<file path="src/rtl/gapf_pkg.sv">
// Package for the grid path finder: shared constants, codes and the control state type.
// No dependencies; imported by the top level and by gapf_best.
package gapf_pkg;

  localparam int MAX_COLS_DEF = 16;
  localparam int MAX_ROWS_DEF = 16;

  localparam int COST_W     = 12;
  localparam int STEP_COST  = 10;
  localparam logic [COST_W-1:0] COST_INF = 12'hFFF;
  localparam int RESULT_CAP = 16;

  localparam int CFG_IDX_W = 1;
  localparam int CFG_DAT_W = 5;
  localparam logic [CFG_IDX_W-1:0] CFG_GRID_WIDTH  = 1'b0;
  localparam logic [CFG_IDX_W-1:0] CFG_GRID_HEIGHT = 1'b1;

  localparam logic [CFG_DAT_W-1:0] GRID_WIDTH_RST  = 5'd9;
  localparam logic [CFG_DAT_W-1:0] GRID_HEIGHT_RST = 5'd4;

  typedef enum logic [3:0] {
    ST_IDLE,
    ST_CLEAR,
    ST_INIT,
    ST_SCAN,
    ST_SCAN_WAIT,
    ST_DECIDE,
    ST_NB_RD,
    ST_NB_WR,
    ST_CLOSE,
    ST_TR_RD,
    ST_TR_CHK,
    ST_EMIT
  } gapf_state_e;

endpackage

</file>
<file path="src/rtl/gapf_best.sv">
// Scan unit: takes one cost word per cycle in scan order and keeps the first open cell of least F.
// Depends on gapf_pkg.
module gapf_best #(
  parameter int MAX_COLS = gapf_pkg::MAX_COLS_DEF,
  parameter int MAX_ROWS = gapf_pkg::MAX_ROWS_DEF,
  localparam int CXW = (MAX_COLS > 1) ? $clog2(MAX_COLS) : 1,
  localparam int RXW = (MAX_ROWS > 1) ? $clog2(MAX_ROWS) : 1
) (
  input  logic                      clk_i,
  input  logic                      rst_ni,
  input  logic                      clr_i,
  input  logic                      vld_i,
  input  logic [CXW-1:0]            c_i,
  input  logic [RXW-1:0]            r_i,
  input  logic                      closed_i,
  input  logic [gapf_pkg::COST_W-1:0] cost_i,
  input  logic [CXW-1:0]            ec_i,
  input  logic [RXW-1:0]            er_i,
  output logic                      best_vld_o,
  output logic [CXW-1:0]            best_c_o,
  output logic [RXW-1:0]            best_r_o,
  output logic [gapf_pkg::COST_W-1:0] best_g_o
);
  import gapf_pkg::*;

  localparam int FMAX = 4095 + STEP_COST * (MAX_COLS + MAX_ROWS - 2);
  localparam int FW   = $clog2(FMAX + 1);

  logic [CXW-1:0] dc;
  logic [RXW-1:0] dr;
  logic [FW-1:0]  dsum;
  logic [FW-1:0]  f;
  logic           take;

  logic              best_vld_q;
  logic [FW-1:0]     best_f_q;
  logic [CXW-1:0]    best_c_q;
  logic [RXW-1:0]    best_r_q;
  logic [COST_W-1:0] best_g_q;

  always_comb begin
    dc   = (c_i > ec_i) ? (c_i - ec_i) : (ec_i - c_i);
    dr   = (r_i > er_i) ? (r_i - er_i) : (er_i - r_i);
    dsum = FW'(dc) + FW'(dr);
    f    = FW'(cost_i) + (dsum << 3) + (dsum << 1);
    take = vld_i && !closed_i && (cost_i != COST_INF) && (!best_vld_q || (f < best_f_q));
  end

  always_ff @(posedge clk_i or negedge rst_ni) begin
    if (!rst_ni) begin
      best_vld_q <= 1'b0;
    end else if (clr_i) begin
      best_vld_q <= 1'b0;
    end else if (take) begin
      best_vld_q <= 1'b1;
    end
  end

  always_ff @(posedge clk_i) begin
    if (take) begin
      best_f_q <= f;
      best_c_q <= c_i;
      best_r_q <= r_i;
      best_g_q <= cost_i;
    end
  end

  assign best_vld_o = best_vld_q;
  assign best_c_o   = best_c_q;
  assign best_r_o   = best_r_q;
  assign best_g_o   = best_g_q;

endmodule

</file>
<file path="config.mk">
export PLATFORM = sky130hd
export DESIGN_NAME = gapf_best
export DESIGN_NICKNAME = d
export VERILOG_FILES = /design/src/rtl/gapf_pkg.sv /design/src/rtl/gapf_best.sv
export SDC_FILE = /design/constraint.sdc
export NUM_CORES = 1
export LEC_CHECK = 0
export BUFFER_PORTS_ARGS = -buffer_cell sky130_fd_sc_hd__clkbuf_2
export CAP_MARGIN = 20
export CORE_MARGIN = 10
export CORE_UTILIZATION = 57
export CTS_BUF_LIST = sky130_fd_sc_hd__clkbuf_8
export DETAILED_ROUTE_END_ITERATION = 10
export MAX_ROUTING_LAYER = met4
export PLACE_DENSITY = 0.8
export SYNTH_ARGS = -nofsm -noshare
export SYNTH_HDL_FRONTEND = slang
export SYNTH_SLANG_ARGS = --single-unit
export TNS_END_PERCENT = 30
</file>
<file path="constraint.sdc">
create_clock -name clk_i -period 2.55 [get_ports clk_i]
set_input_delay 0.3825 -clock clk_i [delete_from_list [all_inputs] [get_ports clk_i]]
set_output_delay 0.3825 -clock clk_i [all_outputs]
set_load 0.03 [all_outputs]
</file>
Yosys cells after proc, flatten, opt, wreduce, memory -nomap -nowiden
Cells that the tools add are included.
Widths: inputs -> output; s select.
- add/subtract/negate cells: 7
- $lt $le $gt $ge: 3
- equal/unequal tests: 1
- multiplexer cells: 4
- reductions and logical operators: 7
- operators with widths (cell ; number):
    $sub 4x4->4 ; 4
    $add 12x8->13 ; 1
    $add 13x6->13 ; 1
    $lt 13x13->1 ; 1
    $ne 12x12->1 const B ; 1
    $gt 4x4->1 ; 2
    $mux 4 ; 2
    $add 4x4->5 ; 1
    $logic_and 1x1->1 ; 3
    $logic_not 1->1 ; 2
    $mux 1 ; 2
    $reduce_bool 2->1 ; 1
    $logic_or 1x1->1 ; 1
- register bits: 34
- input bits: 33

Logic depth before layout (Yosys ltp)
Gate-level depths: netlist (run 1).
- depth in word-level cells: 10
- mapped depth: 24

Worst setup path before layout (run 1)
OpenSTA, ideal clock, no wires.
- kind: input -> register
- start point: input port c_i[0]
- end point: register best_c_q[0], in the netlist best_c_o[0], enable pin
- setup time: 0.387 ns
- data arrival time: 5.588 ns
- data required time: 2.163 ns
- path slack: -3.425 ns
- cell stages on the path: 24
- buffers on the path: 0
- path through: inv_1 ha_1 inv_1 fa_1 a211oi_1 nor3_4 mux2_2 ha_1 a21o_1 a21oi_1 xnor2_1 inv_1 fa_1 inv_1 ha_1 nor2b_1 o31a_1 o211ai_1 xnor2_1 ha_1 a21oi_1 o21ai_0 a211oi_1 o211a_1
- cells in the longest elaborated chain, start to end: 8
- elaborated cells between the ends (all ways): 10
- classes of those cells: add/sub: 5; order compare: 2; mux: 1; reduce/logical: 2
- RTL lines (item ; line ; RTL):
    start, declared ; gapf_best.sv:13 ; input logic [CXW-1:0] c_i,
    $sub 4x4->4 / $gt 4x4->1 (equally long branches) ; gapf_best.sv:42 ; dc = (c_i > ec_i) ? (c_i - ec_i) : (ec_i - c_i);
    $mux 4 * ; gapf_best.sv:42 ;
    $add 4x4->5 * ; gapf_best.sv:44 ; dsum = FW'(dc) + FW'(dr);
    $add 12x8->13 ; gapf_best.sv:45 ; f = FW'(cost_i) + (dsum << 3) + (dsum << 1);
    $add 13x6->13 * ; gapf_best.sv:45 ;
    net f[10] ; gapf_best.sv:32 ; logic [FW-1:0] f;
    $lt 13x13->1 * ; gapf_best.sv:46 ; take = vld_i && !closed_i && (cost_i != COST_INF) && (!best_vld_q || (f < best_f_q));
    $logic_or 1x1->1 * ; gapf_best.sv:46 ;
    $logic_and 1x1->1 * ; gapf_best.sv:46 ;
    net take ; gapf_best.sv:33 ; logic take;
    end signal, assigned ; gapf_best.sv:62 ; best_c_q <= c_i;
    end, declared ; gapf_best.sv:37 ; logic [CXW-1:0] best_c_q;
The timed path passes the listed nets; every way through them passes the cells marked *.
A chain may end at the register's enable or synchronous reset.

Worst setup path after layout (run 1)
- start point: input port r_i[0]
- end point: register best_g_q[4], in the netlist best_g_o[4], enable pin
- cells in the longest elaborated chain, start to end: 8
- elaborated cells between the ends (all ways): 10
- classes of those cells: add/sub: 5; order compare: 2; mux: 1; reduce/logical: 2
- RTL lines (item ; line ; RTL):
    start, declared ; gapf_best.sv:14 ; input logic [RXW-1:0] r_i,
    $sub 4x4->4 / $gt 4x4->1 (equally long branches) ; gapf_best.sv:43 ; dr = (r_i > er_i) ? (r_i - er_i) : (er_i - r_i);
    $mux 4 * ; gapf_best.sv:43 ;
    $add 4x4->5 * ; gapf_best.sv:44 ;
    $add 12x8->13 ; gapf_best.sv:45 ;
    $add 13x6->13 * ; gapf_best.sv:45 ;
    net f[10] ; gapf_best.sv:32 ;
    $lt 13x13->1 * ; gapf_best.sv:46 ;
    $logic_or 1x1->1 * ; gapf_best.sv:46 ;
    $logic_and 1x1->1 * ; gapf_best.sv:46 ;
    net take ; gapf_best.sv:33 ;
    end signal, assigned ; gapf_best.sv:64 ; best_g_q <= cost_i;
    end, declared ; gapf_best.sv:39 ; logic [COST_W-1:0] best_g_q;
Marks and branches as above.

==> flow_summary.ini, run 1 <==
[cells_and_area]
utilization_pct = 86.5
fin_nets = 426
stdcell_count = 396
drive_gt1_share_pct = 46.5
final_area_um2 = 3740
area_growth_syn_to_layout_pct = 48.9
antenna_cells = 0
num-fill-cells = 210

[synthesis]
yosys_most_used_dff = edfxtp_1
synth_commonest_cells = 43 x ha_1, 43 x inv_1, 32 x edfxtp_1, 15 x a21oi_1
synth.avg_cell_area_um2 = 11.0
ys_warn_count = 0
synth_seq_cells = 33
synth_edf_count = 32
syn_inst = 229
syn-cell-area_um2 = 2510
synth_top_area_cell = edfxtp_1
synth_nets = 312
ys_types = 37
synth-async-reset-ratio_pct = 3.03
post-synth-top-area-fraction_pct = 38.2
seq_area_frac_synth_pct = 39.2
synth.area.top_cells = edfxtp_1 38%, ha_1 21%, inv_1 6.4%

[setup_path]
cp_data_required_time_ns = 2.60
worst-path-max-fanout = 7
timing.rr.end = best_f_q[6]
arrival_ns = 5.47
slowest_stage = fa_1
max_stage_delay_ns = 0.50
critPathBufInv = 8
crit_family = adder cells
cp-end-kind = register
r2r_slack_ns = 0.53
startpoint_type = primary input
cp_common_cell = ha_4
r2r_cells = 8
crit_type = primary input to register
r2r-start = best_f_q[12]

[clock_network]
clock_path_buffers = 2
cts_tree = yes
cts-htree-levels = 2
cts-buffers-inserted = 5
path_clk_slew_ns = 0.06
root_buffer = clkbuf_8
cts_sinks = 33
clkLatencyLatePin_ns = 0.29

[drt]
dr.max_layer_used = met4
drt-total-wl_mm = 6.77
ant_nets = 0
routed-wl-met2_mm = 3.81
vias = 2116
wl_met1_mm = 2.53
avgRoutedWirePerCell_um = 17.1
firstDrtPassIters = 4
post-route-drc-count = 0
vias_per_cell = 5.34
wl_met3_um = 288
drt_iter0_drc = 119

[floorplanning]
io_pins = 54
die-area_um2 = 7470
initial_core_util_pct = 58.1
floorplan.die.width_um = 86.4
core-area_um2 = 4320
rows = 24
die_h_um = 86.4

[sta]
skew_ns = 0.00816
setup-violations-final = 43
timing.fmax_ghz = 0.185
setup-tns-final_ns = -104.11
slew_viol_final = 0
rsz0062_at_grt = yes
min_period_ns = 5.41
relSlewSlack_pct = 57.8
period_share_pct = 212
hold_viol_final = 0
whs_ns = 0.295
setup_ws_ns = -2.86
tightest_slew_ns = 0.628

[status]
outcome = complete, but fails checks
failed_checks = negative setup slack

[min_path]
hold_end = best_c_o[3]
hold_depth = 1
min_path_type = primary input to register
worstHoldStart = c_i[3]

[job]
max-cap-violations = 0

[placed_design]
place_ws_ns = -3.13
dp.cells = 380
dpl.hpwl_mm = 4.88
placed_cell_area_um2 = 3340
gp_congestion = 0.871
port_buffers = 53

[global_routing]
grt_pass1_vias = 2364
grt_max_degree = 11
antenna_found_initial = 0
overflow = 0
grt_pass1_wl_mm = 10.6
grt_usage_pct = 17.9

[power_and_ir_drop]
leakage_nw = 1.80
powerDensity_nw_per_um2 = 1290
peakVddDrop_v = 0.000731
power.total_mw = 4.82
-- cells in the final DEF (no fill, tap or decap), types with 3 or more instances in the layout --
master	instances
a21o_1	6
a21oi_1	12
a21oi_2	3
buf_12	3
buf_4	47
clkbuf_2	51
clkbuf_8	6
edfxtp_1	32
fa_1	4
fa_2	3
ha_1	35
ha_4	7
inv_1	40
inv_2	3
mux2i_1	3
nand2_1	9
nand3_1	5
nor2_1	6
o21ai_0	6
xnor2_1	5
xnor2_2	5
xor2_1	3
-- per-layer routing --
metal	vias up	track usage, %
met5	-	-
met2	63	32.8
li1	1024	-
met1	1017	18.9
met3	12	3.19
met4	0	5.30
-- timing repair --
action / 4_1_cts / 5_1_grt
endpoints found under the setup margin: 43 / 43
resized for setup: 17 / 21
gates cloned: 2 / 0
hold buffers: 1 / 0
pin swaps: 20 / 11
setup buffers: 5 / 1
endpoints found under the hold margin: 1 / 0
-- cell type report --
| type | instances | area, µm² | area share (%) |
|---|---|---|---|
| Inverter | 43 | 186 | 4.98 |
| Timing Repair Buffer | 108 | 800 | 21.4 |
| Sequential cell | 33 | 986 | 26.3 |
| Tap cell | 52 | 65.1 | 1.74 |
| Clock buffer | 6 | 82.6 | 2.21 |
| Multi-Input combinational cell | 152 | 1620 | 43.2 |
| Clock inverter | 2 | 7.51 | 0.201 |
-- report_power, final --
part | switching (mW) | internal, mW | total (mW)
Clock | 0.186 | 0.212 | 0.398
Combinational | 1.77 | 1.83 | 3.60
Sequential | 0.0245 | 0.796 | 0.820
-- registers in the layout, indices dropped and copies added, names as in the netlist --
signal,cells
best_vld_o,1
best_f_q,13
best_r_o,4
best_g_o,11
best_c_o,4
-- kinds of logic (layout without fill, tap and decap cells) --
group                    Yosys count  in the layout  synth area share [%]
adder cells (fa/ha/maj)           50             50                  27.0
flip-flops                        33             33                  39.2
XOR/XNOR                          15             15                  5.23
AND/OR/NAND/NOR                   38             38                  8.06
AO/OA/AOI/OAI                     43             43                  11.3
multiplexers                       6              6                  2.49
buffers and inverters             44            159                  6.72
-- worst max path at each step --
| stage | start | slack (ns) | endpoint | cells past startpoint |
|---|---|---|---|---|
| global route | r_i[0] | -3.06 | best_g_o[6] | 27 |
| global placement | c_i[0] | -3.00 | best_r_o[0] | 24 |
| floorplan | c_i[0] | -2.71 | best_c_o[0] | 24 |
| detailed placement | c_i[0] | -3.13 | best_r_o[1] | 26 |
| CTS | c_i[0] | -2.72 | best_f_q[11] | 27 |
| finish | r_i[0] | -2.86 | best_g_o[4] | 28 |
Note: power is estimated with default switching activity, not from simulation.
==> run 2, diff against run 1 <==
--- a/config.mk
+++ b/config.mk
@@ -13,6 +13,7 @@
 export DETAILED_ROUTE_END_ITERATION = 10
 export MAX_ROUTING_LAYER = met4
 export PLACE_DENSITY = 0.8
+export RECOVER_POWER = 100
 export SYNTH_ARGS = -nofsm -noshare
 export SYNTH_HDL_FRONTEND = slang
 export SYNTH_SLANG_ARGS = --single-unit
==> flow_summary.ini, run 2 (synthesized netlist as in run 1, its figures left out) <==
[cells_and_area]
largest-register = best_f_q
largest_reg_flops = 13
area_growth_syn_to_layout_pct = 48.1
drive_gt1_share_pct = 43.3
antenna_cells = 0
num-fill-cells = 217
layout_common_cells = 43 x buf_4, 42 x clkbuf_2, 40 x inv_1
final_common_cell = buf_4
regArea_um2 = 986
fin_nets = 426
multi_input_area_um2 = 1620
final_area_um2 = 3720

[setup_path]
startpoint_type = primary input
cp-end-kind = register
timing.rr.end = best_f_q[6]
crit_type = primary input to register
cp_data_required_time_ns = 2.60
r2r_cells = 8
r2r-start = best_f_q[12]
cp_common_cell = ha_4
worst-path-max-fanout = 8
arrival_ns = 5.46
r2r_slack_ns = 0.53
max_stage_delay_ns = 0.50
slowest_stage = fa_1
cp-endpoint = best_f_q[6]
startpoint = r_i[0]

[sta]
min_period_ns = 5.41
whs_ns = 0.311
setup-violations-final = 43
setup-tns-final_ns = -104.03
timing.fmax_ghz = 0.185
period_share_pct = 212
tightest_slew_ns = 0.660
rsz0062_at_grt = yes
relSlewSlack_pct = 55.6
setup_ws_ns = -2.86
hold_viol_final = 0
slew_viol_final = 0
skew_ns = 0.00818

[floorplanning]
floorplan.die.width_um = 86.4
core-area_um2 = 4320
initial_core_util_pct = 58.1
die-area_um2 = 7470
rows = 24
die_h_um = 86.4
io_pins = 54

[clock_network]
cts-buffers-inserted = 5
clkLatencyLatePin_ns = 0.29
cts-htree-levels = 2
clock_path_buffers = 2
path_clk_slew_ns = 0.06
root_buffer = clkbuf_8
cts_tree = yes
cts_sinks = 33

[power_and_ir_drop]
powerDensity_nw_per_um2 = 1290
peakVddDrop_v = 0.000729
leakage_nw = 1.76

[global_routing]
grt_pass1_vias = 2364
grt_usage_pct = 17.9
overflow = 0
grt_pass1_wl_mm = 10.6
antenna_found_initial = 0
grt_max_degree = 11

[placed_design]
place_ws_ns = -3.13
port_buffers = 53
dpl.hpwl_mm = 4.88
gp_congestion = 0.871
placed_cell_area_um2 = 3340

[min_path]
min_path_type = primary input to register

[status]
outcome = complete, but fails checks
failed_checks = negative setup slack

[drt]
drt-total-wl_mm = 6.78
drt_iter0_drc = 123
vias_per_cell = 5.34
vias = 2116
ant_nets = 0
avgRoutedWirePerCell_um = 17.1
firstDrtPassIters = 4
post-route-drc-count = 0

[job]
max-cap-violations = 0
run 2: area by class of cell:
class	count	share of cell area [%]
Multi-Input combinational cell	152	43.4
Tap cell	52	1.75
Sequential cell	33	26.5
Clock buffer	6	2.22
Clock inverter	2	0.202
Timing Repair Buffer	108	21.0
Inverter	43	5.01
run 2: critical path, delay by kind of cell:
family	cells	cell delay [ns]
simple gates	4	0.45
buf+inv	8	0.73
xor+xnor	2	0.26
fa+ha+maj	6	1.79
compound gates	7	1.52
mux	1	0.35
run 2: how the worst min path moves through the flow:
stage	start	to	slack, ns	depth (start not counted)
after floorplan	rst_ni	best_vld_o	0.09	0
after global placement	rst_ni	best_vld_o	0.16	1
after detailed placement	rst_ni	best_vld_o	0.16	1
after CTS	c_i[3]	best_c_o[3]	0.29	1
after global routing	c_i[3]	best_c_o[3]	0.33	1
final	c_i[3]	best_c_o[3]	0.31	1
run 2: layer usage:
layer,GRT usage [%],part of all wire [%],wire length (µm)
met5,-,0,0
met1,18.9,38,2560
met2,32.8,56,3820
met3,3.19,3.8,256
met4,5.30,1.9,131
run 2: what timing repair did:
action                                  4_1_cts  5_1_grt
endpoints found under the setup margin       43       43
cloned                                        2        0
pin swaps                                    20       11
hold endpoints to repair                      1        0
setup buffers                                 5        1
resized for setup                            17       21
hold buffers                                  1        0
run 2: report_power, final:
part	switching (mW)	leakage, nW	total (mW)	internal [mW]
Clock	0.187	0.0538	0.398	0.212
Sequential	0.0247	0.313	0.820	0.796
Combinational	1.77	1.40	3.59	1.83
run 2: stage by stage:
stage	instances	power, mW	util [%]
final	396	4.81	86.1
after global routing	396	5.20	86.1
after CTS	396	4.50	84.6
after detailed placement	380	3.83	77.2
after global placement	380	3.67	77.2
after floorplan	229	2.81	-
