--- config.mk ---
export PLATFORM = sky130hd
export DESIGN_NAME = gapf_ram
export DESIGN_NICKNAME = d
export VERILOG_FILES = /design/src/rtl/gapf_ram.sv
export SDC_FILE = /design/constraint.sdc
export NUM_CORES = 1
export LEC_CHECK = 0
export ABC_AREA = 1
export BUFFER_PORTS_ARGS = -buffer_cell sky130_fd_sc_hd__buf_4
export CORE_MARGIN = 5
export CORE_UTILIZATION = 60
export CTS_BUF_LIST = sky130_fd_sc_hd__clkbuf_16
export DETAILED_ROUTE_END_ITERATION = 16
export HOLD_SLACK_MARGIN = 0.03
export PLACE_DENSITY = 0.85
export SLEW_MARGIN = 20
export SYNTH_ARGS = -nofsm -noshare
export SYNTH_HDL_FRONTEND = slang
export SYNTH_SLANG_ARGS = --single-unit
--- constraint.sdc ---
create_clock -name clk_i -period 1.5 [get_ports clk_i]
set_clock_uncertainty 0.1 [all_clocks]
set_input_delay 0.15 -clock clk_i [delete_from_list [all_inputs] [get_ports clk_i]]
set_output_delay 0.15 -clock clk_i [all_outputs]
set_load 0.02 [all_outputs]
--- src/rtl/gapf_ram.sv ---
// Generic simple dual-port RAM: one write port, one read port with registered data.
// No dependencies.
module gapf_ram #(
  parameter int W = 8,
  parameter int D = 16,
  localparam int AW = (D > 1) ? $clog2(D) : 1
) (
  input  logic          clk_i,
  input  logic          we_i,
  input  logic [AW-1:0] wa_i,
  input  logic [W-1:0]  wd_i,
  input  logic          re_i,
  input  logic [AW-1:0] ra_i,
  output logic [W-1:0]  rd_o
);

  logic [W-1:0] mem_q [D];
  logic [W-1:0] rd_q;

  always_ff @(posedge clk_i) begin
    if (we_i) begin
      mem_q[wa_i] <= wd_i;
    end
    if (re_i) begin
      rd_q <= mem_q[ra_i];
    end
  end

  assign rd_o = rd_q;

endmodule

# After elaboration in Yosys (flattened, before gate mapping)
# Memories as Yosys holds them, arrays and structs flattened. A register that Yosys moved wholly into a read port is not among the register bits.
# Index checks and enable logic that the tools add are counted.
[word_totals]
out_inout_bits = 8
mem_count = 1
reg_bits = 0
ramBits = 128
word_cells = 3
[mem_list]
columns = ["memory", "depth", "word_bits", "read_ports", "rd_clocked_by_memory_dff", "wr", "line_no", "source"]
rows = [
  ["mem_q", 16, 8, 1, 1, 1, "17", "logic [W-1:0] mem_q [D];"],
]
[classes]
n_mux = 2
[ops]
columns = ["operator", "count"]
rows = [
  ["1-bit 2-to-1 mux", 2],
]

# Longest topological paths before layout
# Gate-level depths: netlist (run 1).
[depth]
ltp_word = 2
mapped_depth = 8
mapped_depth_nobuf = 7

# Worst setup path after synthesis (run 1)
# No wires, ideal clock.
[synth_path]
path_type = "input to register"
from = "input port wa_i[2]"
to = "memory mem_q[10][0] (enable)"
slack_ns = 0.299
path_stages = 2
setup_ns = 0.370
arrival_ns = 0.731
path_cell_list = "nand3b_1 -> nor2_1"
[synth_lines]
columns = ["element", "line_no", "source"]
rows = [
  ["start: declaration", "10", "input logic [AW-1:0] wa_i,"],
  ["end: declaration", "17", ""],
]
# No word-level cell before the write port.

==> results of run 1 <==
final timing paths:
| kind | to | start | depth (start not counted) | slack, ns |
|---|---|---|---|---|
| max | rd_o[4] | mem_q[7][4] | 6 | 0.18 |
| min reg2reg | rd_o[6] | mem_q[10][6] | 6 | 0.64 |
| max reg2reg | rd_o[4] | mem_q[7][4] | 6 | 0.18 |
| min | rd_o[3] | ra_i[2] | 4 | 0.14 |
registers in the layout, indices dropped and copies added, names as in the netlist:
register / count
mem_q: 128
rd_o: 8
metal layers:
layer,part of all wire (%),track usage (%),wire length [µm],vias to the layer above
met1,37,30.4,4880,1884
met5,0,0,0,-
met3,9.2,6.99,1210,32
met4,2.8,10.5,366,0
met2,51,40.5,6620,190
li1,-,-,-,1892
through the flow:
| step | cell area [µm²] | power [mW] |
|---|---|---|
| 2_1_floorplan | 5850 | 4.70 |
| 3_3_place_gp | 6260 | 4.93 |
| 3_5_place_dp | 6260 | 4.95 |
| 4_1_cts | 7000 | 9.36 |
| 5_1_grt | 7000 | 9.61 |
| 6_report | 7000 | 9.34 |
cell families (layout without fill, tap and decap cells):
kind of cell,Yosys count,after routing,share of synthesized area (%)
flops,136,136,69.8
buf+inv,126,193,9.39
simple gates,289,289,20.8
cells in the final DEF, fill, tap and decap left out:
cell type,instances
dlygate4sd3_1,10
inv_1,102
clkinv_4,2
clkbuf_16,17
buf_12,4
nand2_1,173
buf_4,45
nand3b_1,2
inv_2,2
nor2_1,17
edfxtp_1,136
clkinv_2,4
nand3_1,97
clkinvlp_4,2
bufinv_16,5
critical path, stage by stage (launching register included):
cell	delay, ns
edfxtp_1	0.38
inv_1	0.07
nand2_1	0.05
nand3_1	0.12
nand3_1	0.12
nand3_1	0.17
nand2_1	0.07
layout make-up:
class                      count  area (µm²)
fill                         668        2640
clock buffer                  17         425
inverter                     102         383
clock inverter                15         210
tap                          133         166
multi-input combinational    289        1210
sequential                   136        4080
timing repair buffer          59         518
power breakdown:
group / internal (mW) / switching [mW] / total (mW)
Sequential: 4.28 / 0.0253 / 4.31
Clock: 2.92 / 1.51 / 4.43
Combinational: 0.204 / 0.391 / 0.595
==> reports/metrics.yaml, run 1 <==
die:
  initial_core_util_pct: 60.7
  fp.dieW_um: 109
  die_h_um: 109
  core-area_um2: 9640
  io_pins: 27
  die_area_um2: 11800
  num_rows: 36
global_routing:
  grt_max_degree: 65
  grt_pass1_vias: 4033
  grt_antenna_before_repair: 0
  grt_overflow: 0
  grt_pass1_wl_mm: 20.9
  grtUsageTotal_pct: 24.5
routing:
  num_vias: 3998
  firstDrtPassIters: 5
  drtAntennaViolNets: 0
  drc: 0
  wl_per_cell_um: 17.4
  wl_mm: 13.1
  drt_iter0_drc: 340
  via_per_inst: 5.32
cts:
  cts_buffers: 17
  clock_sinks: 136
  clk_latency_ns: 0.42
  cts_resized: 0
  cts_setup_buffers: 0
  cts_max_level: 4
  clockBufferDepth: 2
  clk_pin_slew_ns: 0.06
  cts_tree: "built"
  cts_root_buffer: "clkbuf_16"
  postCtsHoldBufs: 10
timing:
  period_share_pct: 88.0
  finalHoldViolCount: 0
  slew_headroom_pct: 74.8
  report.final.slew_viol_count: 0
  setup_violations: 0
  whs_ns: 0.142
  period_needed_ns: 1.32
  tightest_slew_ns: 0.377
  rsz0062_at_grt: "no"
  fmax_ghz: 0.758
  setup_tns_ns: 0
  layout_setup_ws_ns: 0.180
logic_synthesis:
  ys.flop_type: "edfxtp_1"
  synth.net_count: 570
  synth_area_leaders: "edfxtp_1 (70%), nand2_1 (11%), nand3_1 (8.3%)"
  yosys-top-cells-count: "nand2_1 (173), edfxtp_1 (136), inv_1 (100)"
  ys_types: 11
  netlist_instances: 551
  ys_async_sr_fraction_pct: 0
  synth_top_area_cell: "edfxtp_1"
  yosys_warnings: 0
  synth_top_cell_area_share_pct: 69.8
  synth_most_common_cell: "nand2_1"
  synth.cell_area_um2: 5850
  ys_ff_latch: 136
  synth-edff-count: 136
  syn_area_per_cell_um2: 10.6
  ys_seq_area_share_pct: 69.8
worst_setup_path:
  worstSetupStartpointType: "register"
  critPathKind: "reg2reg"
  cp.arrival_ns: 1.40
  path_max_fanout: 1
  cp.required_ns: 1.58
  endpoint_kind: "register"
pwr:
  power_leakage_nw: 3.05
  power_density_nw_per_um2: 1330
  ir_drop_mv: 0.868
final_layout:
  nets: 624
  fin_cells: 751
  postLayoutCoreUtil_pct: 72.6
  drive_gt1_share_pct: 13.1
  diodes: 0
  syn2layout_area_growth_pct: 19.7
place:
  portBuffers: 26
  dp_slack_ns: 0.0492
  gp_congestion: 0.832
  dp_cells: 709
  dp_hpwl_mm: 7.92
job:
  maxCapViolations: 0
run_status:
  status: "finished, final reports clean"
hold_path:
  hp-class: "in2reg"
No activity file was read; power rests on OpenSTA's default activity.
==> run 2: changes to the inputs <==
- CTS_BUF_LIST: sky130_fd_sc_hd__clkbuf_16 -> not set
- PLACE_DENSITY: 0.85 -> 0.78
==> reports/metrics.yaml, run 2 (synthesis results as in run 1) <==
die:
  num_rows: 36  # unchanged
  core-area_um2: 9640  # unchanged
  die_h_um: 109  # unchanged
  fp.dieW_um: 109  # unchanged
  io_pins: 27  # unchanged
  die_area_um2: 11800  # unchanged
  initial_core_util_pct: 60.7  # unchanged
timing:
  setup_tns_ns: 0  # unchanged
  report.final.slew_viol_count: 0  # unchanged
  period_needed_ns: 1.36  # was 1.32 ns
  slew_headroom_pct: 59.1  # was 74.8%
  setup_violations: 0  # unchanged
  period_share_pct: 90.7  # was 88.0%
  tightest_slew_ns: 0.612  # was 0.377 ns
  fmax_ghz: 0.735  # was 0.758 GHz
  finalHoldViolCount: 0  # unchanged
  rsz0062_at_grt: "no"  # unchanged
final_layout:
  postLayoutCoreUtil_pct: 72.6  # unchanged
  fin_cells: 754  # was 751
  final_area_um2: 7000  # unchanged
  top_register: "mem_q"  # unchanged
  drive_gt1_share_pct: 13.0  # was 13.1%
  syn2layout_area_growth_pct: 19.7  # unchanged
  nets: 627  # was 624
  diodes: 0  # unchanged
  final_common_cell: "nand2_1"  # unchanged
  layout_common_cells: "nand2_1 (173), edfxtp_1 (136), inv_1 (100), nand3_1 (97), buf_4 (48)"  # was nand2_1 (173), edfxtp_1 (136), inv_1 (102), nand3_1 (97), buf_4 (45)
  largest_reg_flops: 128  # unchanged
place:
  dp_hpwl_mm: 7.84  # was 7.92 mm
  gp_congestion: 0.817  # was 0.832
  portBuffers: 26  # unchanged
  postPlaceCellArea_um2: 6270  # was 6260 µm²
  dp_cells: 711  # was 709
worst_setup_path:
  critPathTopFamily: "flip-flops"  # was simple AND/OR/NAND/NOR gates
  crit_buf_inv: 1  # unchanged
  r2r_start: "mem_q[5][4]"  # was mem_q[7][4]
  cp.arrival_ns: 1.11  # was 1.40 ns
  endpoint_kind: "output port"  # was register
  slowest_delay_ns: 0.40  # was 0.38 ns
  cp_slowest_cell: "edfxtp_1"  # unchanged
  worstSetupStartpointType: "register"  # unchanged
  ff2ff_path_depth: 6  # unchanged
  startpoint: "rd_o[5]"  # was mem_q[7][4]
  path_cells: "buf_4"  # was inv_1, nand2_1, nand3_1, nand3_1, nand3_1, nand2_1
  r2r-end: "rd_o[4]"  # unchanged
  rrSetupSlack_ns: 0.21  # was 0.18 ns
  path_depth: 1  # was 6
  critPathKind: "reg2out"  # was reg2reg
  path_max_fanout: 1  # unchanged
  cp.required_ns: 1.25  # was 1.58 ns
routing:
  via_per_inst: 5.32  # about the same
  drt_iter0_drc: 371  # was 340
  wl_per_cell_um: 16.9  # was 17.4 µm
  firstDrtPassIters: 5  # unchanged
  drc: 0  # unchanged
  drtAntennaViolNets: 0  # unchanged
  num_vias: 4010  # was 3998
  wl_mm: 12.7  # was 13.1 mm
hold_path:
  hp-start: "we_i"  # was ra_i[2]
  hp-class: "in2reg"  # unchanged
  min_to: "mem_q[2][7]"  # was rd_o[3]
  hold_depth: 4  # unchanged
pwr:
  ir_drop_mv: 0.768  # was 0.868 mV
  p_int_mw: 7.35  # was 7.41 mW
  seqPwrFrac_pct: 46.5  # was 46.1%
  swShare_pct: 20.8  # was 20.6%
  power_leakage_nw: 3.04  # was 3.05 nW
  power_density_nw_per_um2: 1320  # was 1330 nW/µm²
  total_power_mw: 9.27  # was 9.34 mW
  power_frac_clock_pct: 47.2  # was 47.5%
  combinationalPowerShare_pct: 6.4  # about the same
  power.switching_mw: 1.92  # was 1.93 mW
cts:
  clk_pin_slew_ns: 0.06  # about the same
  cts_setup_buffers: 0  # unchanged
  cts_root_buffer: "clkbuf_8"  # was clkbuf_16
  cts_tree: "built"  # unchanged
  clk_latency_ns: 0.53  # was 0.42 ns
  clockBufferDepth: 2  # unchanged
  clock_sinks: 136  # unchanged
  cts_buffers: 17  # unchanged
  cts_max_level: 4  # unchanged
global_routing:
  grt_antenna_before_repair: 0  # unchanged
  grt_overflow: 0  # unchanged
  grt_pass1_wl_mm: 20.7  # was 20.9 mm
  grt_max_degree: 33  # was 65
  grt_pass1_vias: 3990  # was 4033
  grtUsageTotal_pct: 24.3  # was 24.5%
run_status:
  status: "finished, final reports clean"  # unchanged
job:
  maxCapViolations: 0  # unchanged
-- run 2: cell count changes in the layout (fill, tap and decap cells not counted), moves of 2 or more --
| cell | before | now |
|---|---|---|
| clkinv_2 | 4 | 2 |
| inv_1 | 102 | 100 |
| clkinv_1 | 0 | 2 |
| buf_4 | 45 | 48 |
| clkbuf_1 | 0 | 2 |
-- run 2: layout make-up --
cell class | count | area (µm²)
timing repair buffer | 62 | 531
clock inverter | 13 | 201
clock buffer | 19 | 422
tap | 133 | 166
inverter | 102 | 383
multi-input combinational | 289 | 1210
sequential | 136 | 4080
fill | 664 | 2640
-- run 2: per-stage QoR --
stage	setup slack (ns)	hold slack (ns)
detailed placement	-0.0124	0.344
CTS	0.117	0.120
finish	0.140	0.138
global placement	0.0228	0.349
floorplan	0.299	0.149
global route	0.0926	0.164
-- run 2: repair_timing --
item / 4_1_cts / 5_1_grt
setup endpoints to repair: 0 / 0
hold buffers: 11 / 0
resized for setup: 0 / 0
hold endpoints to repair: 144 / 0
-- run 2: worst max path at each step --
stage,endpoint
final,rd_o[5]
after global routing,rd_o[0]
after CTS,rd_o[5]
after detailed placement,rd_o[4]
after global placement,rd_o[4]
after floorplan,mem_q[10][0]
-- run 2: power groups by stage --
stage                     logic, mW  registers, mW  clock network [mW]
after floorplan               0.300           4.40                   0
after global routing          0.652           4.31                4.59
after global placement        0.548           4.38                   0
after CTS                     0.590           4.31                4.40
final                         0.590           4.31                4.37
after detailed placement      0.562           4.39                   0
-- run 2: routing by layer --
layer	vias to the layer above	share of wire, %	track usage, %	routed length (µm)
met5	-	0	0	0
met4	0	2.6	10.8	328
met3	35	8.3	6.34	1060
met2	194	50	38.9	6320
met1	1887	39	31.4	5020
li1	1894	-	-	-
==> run 3: changes to the inputs <==
- CTS_BUF_LIST: not set -> sky130_fd_sc_hd__clkbuf_4
- HOLD_SLACK_MARGIN: 0.03 -> 0.08
- PLACE_DENSITY: 0.78 -> 0.75
==> reports/metrics.yaml, run 3 (synthesis results as in run 1) <==
final_layout:
  postLayoutCoreUtil_pct: 69.7  # was 72.6%
  top_register: "mem_q"  # unchanged
  diodes: 0  # unchanged
  largest_reg_flops: 128  # unchanged
  drive_gt1_share_pct: 13.2  # was 13.0%
  syn2layout_area_growth_pct: 15.0  # was 19.7%
  fin_cells: 755  # was 754
  layout_common_cells: "nand2_1 (173), edfxtp_1 (136), inv_1 (100), nand3_1 (97), buf_4 (48)"  # unchanged
  final_common_cell: "nand2_1"  # unchanged
  final.fill_count: 701  # was 664
  nets: 628  # was 627
timing:
  report.final.slew_viol_count: 0  # unchanged
  setup_violations: 0  # unchanged
  rsz0062_at_grt: "no"  # unchanged
  tightest_slew_ns: 0.615  # was 0.612 ns
  period_needed_ns: 1.36  # about the same
  finalHoldViolCount: 0  # unchanged
  fmax_ghz: 0.733  # was 0.735 GHz
  slew_headroom_pct: 58.9  # was 59.1%
  period_share_pct: 91.0  # was 90.7%
  setup_tns_ns: 0  # unchanged
global_routing:
  grt_max_degree: 38  # was 33
  grt_overflow: 0  # unchanged
  grt_antenna_before_repair: 0  # unchanged
  grtUsageTotal_pct: 23.2  # was 24.3%
  grt_pass1_wl_mm: 19.7  # was 20.7 mm
  grt_pass1_vias: 3655  # was 3990
routing:
  routed.top_layer: "met4"  # unchanged
  wl_met1_mm: 5.34  # was 5.02 mm
  wl_per_cell_um: 16.5  # was 16.9 µm
  firstDrtPassIters: 5  # unchanged
  wl_mm: 12.5  # was 12.7 mm
  drt_iter0_drc: 391  # was 371
  drtAntennaViolNets: 0  # unchanged
  num_vias: 3967  # was 4010
  route.met3.wl_mm: 1.09  # was 1.06 mm
  wl_met2_mm: 5.76  # was 6.32 mm
  via_per_inst: 5.25  # was 5.32
  drc: 0  # unchanged
pwr:
  total_power_mw: 7.62  # was 9.27 mW
  power_density_nw_per_um2: 1130  # was 1320 nW/µm²
  ir_drop_mv: 0.564  # was 0.768 mV
  p_int_mw: 5.95  # was 7.35 mW
  seqPwrFrac_pct: 56.3  # was 46.5%
  swShare_pct: 22.0  # was 20.8%
  power.switching_mw: 1.68  # was 1.92 mW
  combinationalPowerShare_pct: 7.8  # was 6.4%
  power_frac_clock_pct: 35.8  # was 47.2%
  power_leakage_nw: 2.92  # was 3.04 nW
place:
  dp_cells: 711  # unchanged
  gp_congestion: 0.852  # was 0.817
  dp_hpwl_mm: 7.71  # was 7.84 mm
  portBuffers: 26  # unchanged
cts:
  cts_root_buffer: "clkbuf_4"  # was clkbuf_8
  cts_buffers: 17  # unchanged
  clk_pin_slew_ns: 0.11  # was 0.06 ns
  cts_tree: "built"  # unchanged
  cts_max_level: 4  # unchanged
  clock_sinks: 136  # unchanged
  clockBufferDepth: 2  # unchanged
  cts_setup_buffers: 0  # unchanged
  clk_latency_ns: 0.53  # about the same
  cts_resized: 0  # unchanged
  postCtsHoldBufs: 12  # was 11
worst_setup_path:
  slowest_delay_ns: 0.41  # was 0.40 ns
  cp_slowest_cell: "edfxtp_1"  # unchanged
  path_max_fanout: 1  # unchanged
  endpoint_kind: "output port"  # unchanged
  critPathTopFamily: "flip-flops"  # unchanged
  cp.required_ns: 1.25  # about the same
  worstSetupStartpointType: "register"  # unchanged
  critPathKind: "reg2out"  # unchanged
  crit_buf_inv: 1  # unchanged
  path_cells: "buf_4"  # unchanged
  cp.arrival_ns: 1.11  # about the same
die:
  initial_core_util_pct: 60.7  # unchanged
  fp.dieW_um: 109  # unchanged
  io_pins: 27  # unchanged
  core-area_um2: 9640  # unchanged
  num_rows: 36  # unchanged
  die_area_um2: 11800  # unchanged
  die_h_um: 109  # unchanged
job:
  maxCapViolations: 0  # unchanged
hold_path:
  hp-class: "in2reg"  # unchanged
run_status:
  status: "finished, final reports clean"  # unchanged
## run 3: through the flow
step | hold slack (ns) | instance area (µm²) | worst slack, ns
2_1_floorplan | 0.149 | 5850 | 0.299
3_3_place_gp | 0.355 | 6270 | 0.0487
3_5_place_dp | 0.361 | 6270 | 0.0155
4_1_cts | 0.0959 | 6720 | 0.0796
5_1_grt | 0.126 | 6720 | 0.0684
6_report | 0.145 | 6720 | 0.136
## run 3: area by class of cell
type	count	area (µm²)	share of cell area [%]
inverters	102	383	5.70
clock inverters	15	206	3.07
repair buffers	63	541	8.04
flip-flops and latches	136	4080	60.8
well taps	133	166	2.48
multi-input cells	289	1210	18.1
clock buffers	17	128	1.90
## run 3: path summary, 6_finish.rpt
| kind | from | end | slack (ns) | cells after the start |
|---|---|---|---|---|
| min reg2reg | mem_q[10][7] | rd_o[7] | 0.67 | 6 |
| max reg2reg | mem_q[14][1] | rd_o[1] | 0.22 | 6 |
| min | wa_i[3] | mem_q[0][5] | 0.14 | 5 |
| max | rd_o[4] | rd_o[4] | 0.14 | 1 |
## run 3: metal layers
metal  track usage [%]  up-vias
met5                 0        -
met4              8.75        0
met3              5.45       22
met2              35.2      186
met1              32.9     1863
li1                  -     1896
## run 3: worst min-delay path, cell delays in order
cell and delay, ns:
buf_4 0.10, nor2_1 0.04, nand2_1 0.11, nor2_1 0.06, buf_4 0.17
## run 3: power groups by stage
stage | logic [mW] | registers (mW) | clock network, mW
2_1_floorplan | 0.300 | 4.40 | 0
3_3_place_gp | 0.552 | 4.38 | 0
3_5_place_dp | 0.565 | 4.38 | 0
4_1_cts | 0.594 | 4.30 | 2.78
5_1_grt | 0.655 | 4.30 | 2.98
6_report | 0.598 | 4.30 | 2.73
